<file path="config.mk">
export PLATFORM = sky130hd
export DESIGN_NAME = four_bit_cpu_core_step
export DESIGN_NICKNAME = d
export VERILOG_FILES = /design/src/rtl/fcs_pkg.sv /design/src/rtl/fcs_exec.sv /design/src/rtl/four_bit_cpu_core_step.sv
export VERILOG_INCLUDE_DIRS = /design/src /design/src/rtl
export SDC_FILE = /design/constraint.sdc
export NUM_CORES = 1
export LEC_CHECK = 0
export ABC_AREA = 1
export BUFFER_PORTS_ARGS = -buffer_cell sky130_fd_sc_hd__buf_2
export CAP_MARGIN = 25
export CORE_MARGIN = 5
export CORE_UTILIZATION = 59
export CTS_BUF_LIST = sky130_fd_sc_hd__clkbuf_4
export CTS_CLUSTER_SIZE = 25
export DETAILED_ROUTE_END_ITERATION = 12
export PLACE_DENSITY_LB_ADDON = 0.25
export REMOVE_ABC_BUFFERS = 1
export SLEW_MARGIN = 20
export SYNTH_ARGS = -nofsm -noshare
export SYNTH_HDL_FRONTEND = slang
export SYNTH_SLANG_ARGS = --single-unit
</file>
<file path="constraint.sdc">
create_clock -name clk -period 2 [get_ports clk]
set_clock_uncertainty 0.05 [all_clocks]
set_input_delay 0 -clock clk [delete_from_list [all_inputs] [get_ports clk]]
set_output_delay 0 -clock clk [all_outputs]
set_load 0.05 [all_outputs]
</file>
<file path="src/rtl/four_bit_cpu_core_step_assert.svh">
// assertion macros for the four-bit cpu core step
`ifndef FOUR_BIT_CPU_CORE_STEP_ASSERT_SVH
`define FOUR_BIT_CPU_CORE_STEP_ASSERT_SVH

// same-cycle implication, checked outside reset
`define FCS_ASSERT_SAME(label, clk, rst_n, ante, cons, msg) \
    label: assert property (@(posedge clk) disable iff (!rst_n) (ante) |-> (cons)) \
        else $error(msg);

// next-cycle implication, checked outside reset
`define FCS_ASSERT_NEXT(label, clk, rst_n, ante, cons, msg) \
    label: assert property (@(posedge clk) disable iff (!rst_n) (ante) |=> (cons)) \
        else $error(msg);

`endif

</file>
<file path="src/rtl/fcs_pkg.sv">
// types and opcodes shared by the four-bit cpu core step
package fcs_pkg;

    localparam int NibW = 4;
    localparam int PcW  = 8;

    typedef enum logic [3:0] {
        OP_ADD_A  = 4'h0,
        OP_MOV_AB = 4'h1,
        OP_IN_A   = 4'h2,
        OP_MOV_AI = 4'h3,
        OP_MOV_BA = 4'h4,
        OP_ADD_B  = 4'h5,
        OP_IN_B   = 4'h6,
        OP_MOV_BI = 4'h7,
        OP_OUT_B  = 4'h9,
        OP_OUT_I  = 4'hB,
        OP_JNC    = 4'hE,
        OP_JMP    = 4'hF
    } opcode_t;

    typedef struct packed {
        logic [PcW-1:0]  pc;
        logic [NibW-1:0] acc_a;
        logic [NibW-1:0] acc_b;
        logic [NibW-1:0] out_latch;
        logic            carry;
        logic            zero;
    } arch_state_t;

    typedef struct packed {
        arch_state_t st;
        logic        out_write;
        logic        in_taken;
    } exec_result_t;

endpackage

</file>
<file path="src/rtl/fcs_exec.sv">
// instruction decode and execute for one word
module fcs_exec
    import fcs_pkg::*;
(
    input  arch_state_t          cur,
    input  logic [7:0]           instruction,
    input  logic [NibW-1:0]      in_value,
    output exec_result_t         res
);

    opcode_t         opcode;
    logic [NibW-1:0] imm;
    logic [NibW:0]   sum_a;
    logic [NibW:0]   sum_b;

    assign opcode = opcode_t'(instruction[7:4]);
    assign imm    = instruction[3:0];
    assign sum_a  = {1'b0, cur.acc_a} + {1'b0, imm};
    assign sum_b  = {1'b0, cur.acc_b} + {1'b0, imm};

    always_comb
    begin
        res           = '0;
        res.st        = cur;
        res.st.carry  = 1'b0;
        res.st.zero   = 1'b0;
        res.st.pc     = cur.pc + {{(PcW-1){1'b0}}, 1'b1};
        unique case (opcode)
            OP_ADD_A:
            begin
                res.st.acc_a = sum_a[NibW-1:0];
                res.st.carry = sum_a[NibW];
                res.st.zero  = (sum_a[NibW-1:0] == '0);
            end
            OP_MOV_AB:
            begin
                res.st.acc_a = cur.acc_b;
                res.st.zero  = (cur.acc_b == '0);
            end
            OP_IN_A:
            begin
                res.st.acc_a = in_value;
                res.st.zero  = (in_value == '0);
                res.in_taken = 1'b1;
            end
            OP_MOV_AI:
            begin
                res.st.acc_a = imm;
                res.st.zero  = (imm == '0);
            end
            OP_MOV_BA:
            begin
                res.st.acc_b = cur.acc_a;
                res.st.zero  = (cur.acc_a == '0);
            end
            OP_ADD_B:
            begin
                res.st.acc_b = sum_b[NibW-1:0];
                res.st.carry = sum_b[NibW];
                res.st.zero  = (sum_b[NibW-1:0] == '0);
            end
            OP_IN_B:
            begin
                res.st.acc_b = in_value;
                res.st.zero  = (in_value == '0);
                res.in_taken = 1'b1;
            end
            OP_MOV_BI:
            begin
                res.st.acc_b = imm;
                res.st.zero  = (imm == '0);
            end
            OP_OUT_B:
            begin
                res.st.out_latch = cur.acc_b;
                res.out_write    = 1'b1;
            end
            OP_OUT_I:
            begin
                res.st.out_latch = imm;
                res.out_write    = 1'b1;
            end
            OP_JNC:
            begin
                // carry from the previous instruction
                if (!cur.carry)
                begin
                    res.st.pc = {{(PcW-NibW){1'b0}}, imm};
                end
            end
            OP_JMP:
            begin
                res.st.pc = {{(PcW-NibW){1'b0}}, imm};
            end
            default:
            begin
                // unknown opcode: counter advance only, with carry and zero cleared
            end
        endcase
    end

endmodule

</file>
<file path="src/rtl/four_bit_cpu_core_step.sv">
// top level of the four-bit cpu core step: input stage, execute, result register
//
//  channel | direction | handshake            | fields
//  --------+-----------+----------------------+------------------------------------------
//  in      | to core   | in_valid / in_stall  | instruction, in_value
//  out     | from core | out_valid / out_stall| fetch_addr, reg_a_value, reg_b_value,
//          |           |                      | out_value, out_write, in_taken,
//          |           |                      | carry_flag, zero_flag
//
//  one word per cycle sustained while out_stall is low; each accepted word is held in the input stage
//  the word is executed against the core registers as it moves from the input
//  stage into the result register, so the next word sees its effects
//  out_stall holds the result register and backs up into in_stall through the input stage
//  reset clears the core registers, the flags and both stage valid bits
`include "four_bit_cpu_core_step_assert.svh"

module four_bit_cpu_core_step
    import fcs_pkg::*;
(
    input  logic             clk,
    input  logic             rst_n,
    input  logic             in_valid,
    output logic             in_stall,
    input  logic [7:0]       instruction,
    input  logic [NibW-1:0]  in_value,
    output logic             out_valid,
    input  logic             out_stall,
    output logic [PcW-1:0]   fetch_addr,
    output logic [NibW-1:0]  reg_a_value,
    output logic [NibW-1:0]  reg_b_value,
    output logic [NibW-1:0]  out_value,
    output logic             out_write,
    output logic             in_taken,
    output logic             carry_flag,
    output logic             zero_flag
);

    logic            stage_vld_reg;
    logic [7:0]      stage_instr_reg;
    logic [NibW-1:0] stage_in_reg;
    arch_state_t     state_reg;
    logic            res_vld_reg;
    exec_result_t    res_reg;
    exec_result_t    exec_res;
    logic            advance;
    logic            in_accept;

    fcs_exec u_exec (
        .cur         (state_reg),
        .instruction (stage_instr_reg),
        .in_value    (stage_in_reg),
        .res         (exec_res)
    );

    assign advance   = stage_vld_reg && (!res_vld_reg || !out_stall);
    assign in_stall  = stage_vld_reg && !advance;
    assign in_accept = in_valid && !in_stall;

    always_ff @(posedge clk or negedge rst_n)
    begin
        if (!rst_n)
        begin
            stage_vld_reg <= 1'b0;
            res_vld_reg   <= 1'b0;
            state_reg     <= '0;
        end
        else
        begin
            if (in_accept)
            begin
                stage_vld_reg <= 1'b1;
            end
            else if (advance)
            begin
                stage_vld_reg <= 1'b0;
            end
            if (advance)
            begin
                res_vld_reg <= 1'b1;
                state_reg   <= exec_res.st;
            end
            else if (!out_stall)
            begin
                res_vld_reg <= 1'b0;
            end
        end
    end

    always_ff @(posedge clk)
    begin
        if (in_accept)
        begin
            stage_instr_reg <= instruction;
            stage_in_reg    <= in_value;
        end
        if (advance)
        begin
            res_reg <= exec_res;
        end
    end

    assign out_valid   = res_vld_reg;
    assign fetch_addr  = res_reg.st.pc;
    assign reg_a_value = res_reg.st.acc_a;
    assign reg_b_value = res_reg.st.acc_b;
    assign out_value   = res_reg.st.out_latch;
    assign out_write   = res_reg.out_write;
    assign in_taken    = res_reg.in_taken;
    assign carry_flag  = res_reg.st.carry;
    assign zero_flag   = res_reg.st.zero;

    `FCS_ASSERT_NEXT(a_advance_fills_result, clk, rst_n, advance, res_vld_reg, "result lost")
    `FCS_ASSERT_NEXT(a_accept_fills_stage, clk, rst_n, in_accept, stage_vld_reg, "word lost")
    `FCS_ASSERT_SAME(a_stall_cause, clk, rst_n, in_stall, res_vld_reg && out_stall, "bad stall")
    `FCS_ASSERT_NEXT(a_state_sync, clk, rst_n, advance, state_reg == res_reg.st, "state mismatch")

endmodule
</file>
==> key figures <==
Run status
  • Status: finished clean

Clocking
  • CTS sink cnt: between 50 and 60
  • Worst skew pair latency: 0.40 ns
  • Register clock-pin slew on the reported worst setup and hold paths: 0.10 ns
  • Htree depth: 3
  • CTS root buffer: clkbuf_4
  • Clock Path Buffers: 2
  • Total CTS buffers: 9
  • CTS tree: yes

Synthesis
  • Yosys top cell by area: edfxtp_1
  • Count leader, synth: nand2_1
  • Asr flop ratio synth: between 30% and 40%
  • Cells after Synth: 360
  • Yosys Warn Count: 0
  • Yosys top cell area share: 35.6%
  • EDFF count, synth: 36
  • Most frequent cells after synthesis: 134 x nand2_1, 44 x inv_1, 36 x edfxtp_1
  • Synthesis-stage register bit count: 59
  • Yosys cell types: 23
  • Post-Syn Area: 3040 µm²
  • Post-synthesis sequential area ratio: between 50% and 60%
  • Area contributors post-synth: edfxtp_1 36%, dfrtp_1 19%, nand2_1 17%
  • Avg Cell Area, Syn: 8.44 µm²
  • Ys flop type: edfxtp_1

Placement
  • Port bufs: 41
  • Final GP Congestion: slightly below 1
  • Placed Area: about 3400 µm²
  • DP HPWL: 4.98 mm

Global route
  • Initial antenna violation count: 0
  • Met1 Use GR: 30.0%
  • Largest net degree at the start of global routing: 37
  • First-pass GRT wire length: 11.8 mm
  • Grt met3 use: 5.92%
  • Total gr overflow: 0
  • GR peak layer: met2
  • Vias in the first global route: about 2600
  • All-Layer GR Usage: 23.9%
  • Grt met2 use: 39.0%

Critical path
  • Setup Crit Path Kind: flip-flop to flip-flop
  • R2R Setup Slk: 0.15 ns
  • Worst stage delay on the critical path: around 0.44 ns
  • CP cell instances: ha_1 > inv_1 > fa_1 > inv_1 > nand2_1 > nand2_1 > nor2_1 > nor2_1 > nand3b_1
  • CP top delay family: adder cells
  • Peak fanout along the critical path: 4
  • Worst path bufs/invs: 2
  • Critical path capture point type: flip-flop
  • Setup crit start kind: flip-flop
  • WP data required: 2.09 ns
  • Arr. time, crit path: approximately 2 ns
  • CP max stage cell: edfxtp_1

Floorplan
  • Core ar.: ~5000 µm²
  • Starting density of the core: 60.3%
  • Top-Level Pins: 42
  • Chip width: 81.8 µm
  • Die Area: 6690 µm²
  • Row cnt: 26
  • Die height: 81.8 µm

Final layout
  • Fillers: 389
  • Final Cell Area: 3720 µm²
  • Final Util: 73.8%
  • Area growth from synthesis to layout: 22.4%
  • Antenna Cells: 0
  • Final #Nets: 461
  • Largest register FFs: 21
  • Layout cells sized above 1: about 17%

Timing
  • Fin. max-slew vios: 0
  • Clock period minus worst slack: approximately 1.9 ns
  • Period utilization: between 90% and 100%
  • Final setup vio count: 0
  • Relative slew margins: around three fifths
  • Fmax: 539 MHz
  • Setup TNS: 0 ns
  • Worst-margin pin slew: roughly 0.58 ns
  • Hold Vio Cnt, Final: 0

Detailed routing
  • Total Routed Length: 7.02 mm
  • DRC Markers: 0
  • DRT antenna net count: 0
  • Routed vias: 2686
  • Routed vias/inst: 5.28
  • Avg WL per Cell: 13.8 µm
  • DR iter-0 viols: roughly 180
  • Pre-Repair DR Iteration Count: 5

Pwr
  • Power density over cell area: roughly 1200 nW/µm²
  • Leakage: about 1.9 nW
  • Maximum VDD drop: 737 µV

Hold path
  • Tightest Hold Check Type: input port to async pin

Flow run
  • MaxCap Viol Count: 0
[layout by cell type, fill, tap and decap left out, types with 4 or more instances in the layout]
| master | synthesis | final |
|---|---|---|
| a21oi_1 | 4 | 4 |
| buf_2 | 1 | 41 |
| buf_4 | 1 | 9 |
| clkbuf_4 | 0 | 11 |
| dfrtp_1 | 23 | 22 |
| dlygate4sd3_1 | 0 | 16 |
| edfxtp_1 | 36 | 36 |
| ha_1 | 9 | 9 |
| inv_1 | 44 | 44 |
| nand2_1 | 134 | 134 |
| nand3_1 | 29 | 29 |
| nand4_1 | 4 | 4 |
| nor2_1 | 32 | 32 |
| nor3_1 | 4 | 4 |
| o21ai_0 | 23 | 22 |
[power breakdown]
part	total, mW	internal (mW)	leakage, nW	switching [mW]
sequential	1.87	1.64	0.648	0.223
clock	0.948	0.532	0.0885	0.417
combinational	1.54	0.480	1.13	1.06
[worst register-to-register path: cells and delay by family, from the launching register on]
kind / cells / cell delay [ns]
fa+ha+maj: 2 / 0.59
buf+inv: 2 / 0.12
simple gates: 5 / 0.41
flops: 1 / 0.44
[repair_timing]
item / 4_1_cts / 5_1_grt
setup endpoints to repair: 0 / 6
endpoints found under the hold margin: 37 / 0
gates resized for setup: 0 / 2
hold buffers: 16 / 0
setup buffers: 0 / 3
[cell type report]
type,count,area (µm²),area share (%)
repair buffers,67,453,12.2
clock buffers,11,82.6,2.22
well taps,70,87.6,2.35
multi-input cells,253,1200,32.2
clock inverters,5,77.6,2.08
inverters,44,165,4.44
flip-flops and latches,59,1660,44.6
[final timing paths]
kind / depth (start not counted) / end / start
max: 9 / reg_b_value[2] / stage_instr_reg[0]
min: 2 / stage_vld_reg / rst_n
max reg2reg: 9 / reg_b_value[2] / stage_instr_reg[0]
min reg2reg: 2 / state_reg[2] / state_reg[2]
max in group asynchronous: 2 / state_reg[6] / rst_n
min in group clk: 2 / stage_in_reg[1] / in_value[1]
[kinds of logic (layout without fill, tap and decap cells)]
| kind of cell | count (synthesis) | after routing | synth area share, % |
|---|---|---|---|
| adders and majority gates | 11 | 11 | 5.02 |
| and+or+nand+nor | 213 | 213 | 29.4 |
| AOI/OAI and AO/OA | 27 | 27 | 4.45 |
| xor gates and xnor gates | 2 | 2 | 0.576 |
| buffers and inverters | 48 | 127 | 6.09 |
| DFF | 59 | 59 | 54.5 |
[layer usage]
metal / wire length, µm / vias to the layer above
li1: - / 1317
met5: 0 / -
met1: 2980 / 1244
met2: 3410 / 111
met3: 476 / 14
met4: 157 / 0
[per-stage QoR]
stage                     std cells  power (mW)  hold slack [ns]  worst slack [ns]
after floorplan                 356        2.98           -0.346            -0.369
after global placement          474        3.35          -0.0202             0.154
after detailed placement        474        3.39          -0.0224             0.105
after CTS                       506        4.37           0.0682            0.0870
after global routing            509        4.67            0.134          -0.00256
final                           509        4.36           0.0817             0.146
No activity file was read; power rests on OpenSTA's default activity.
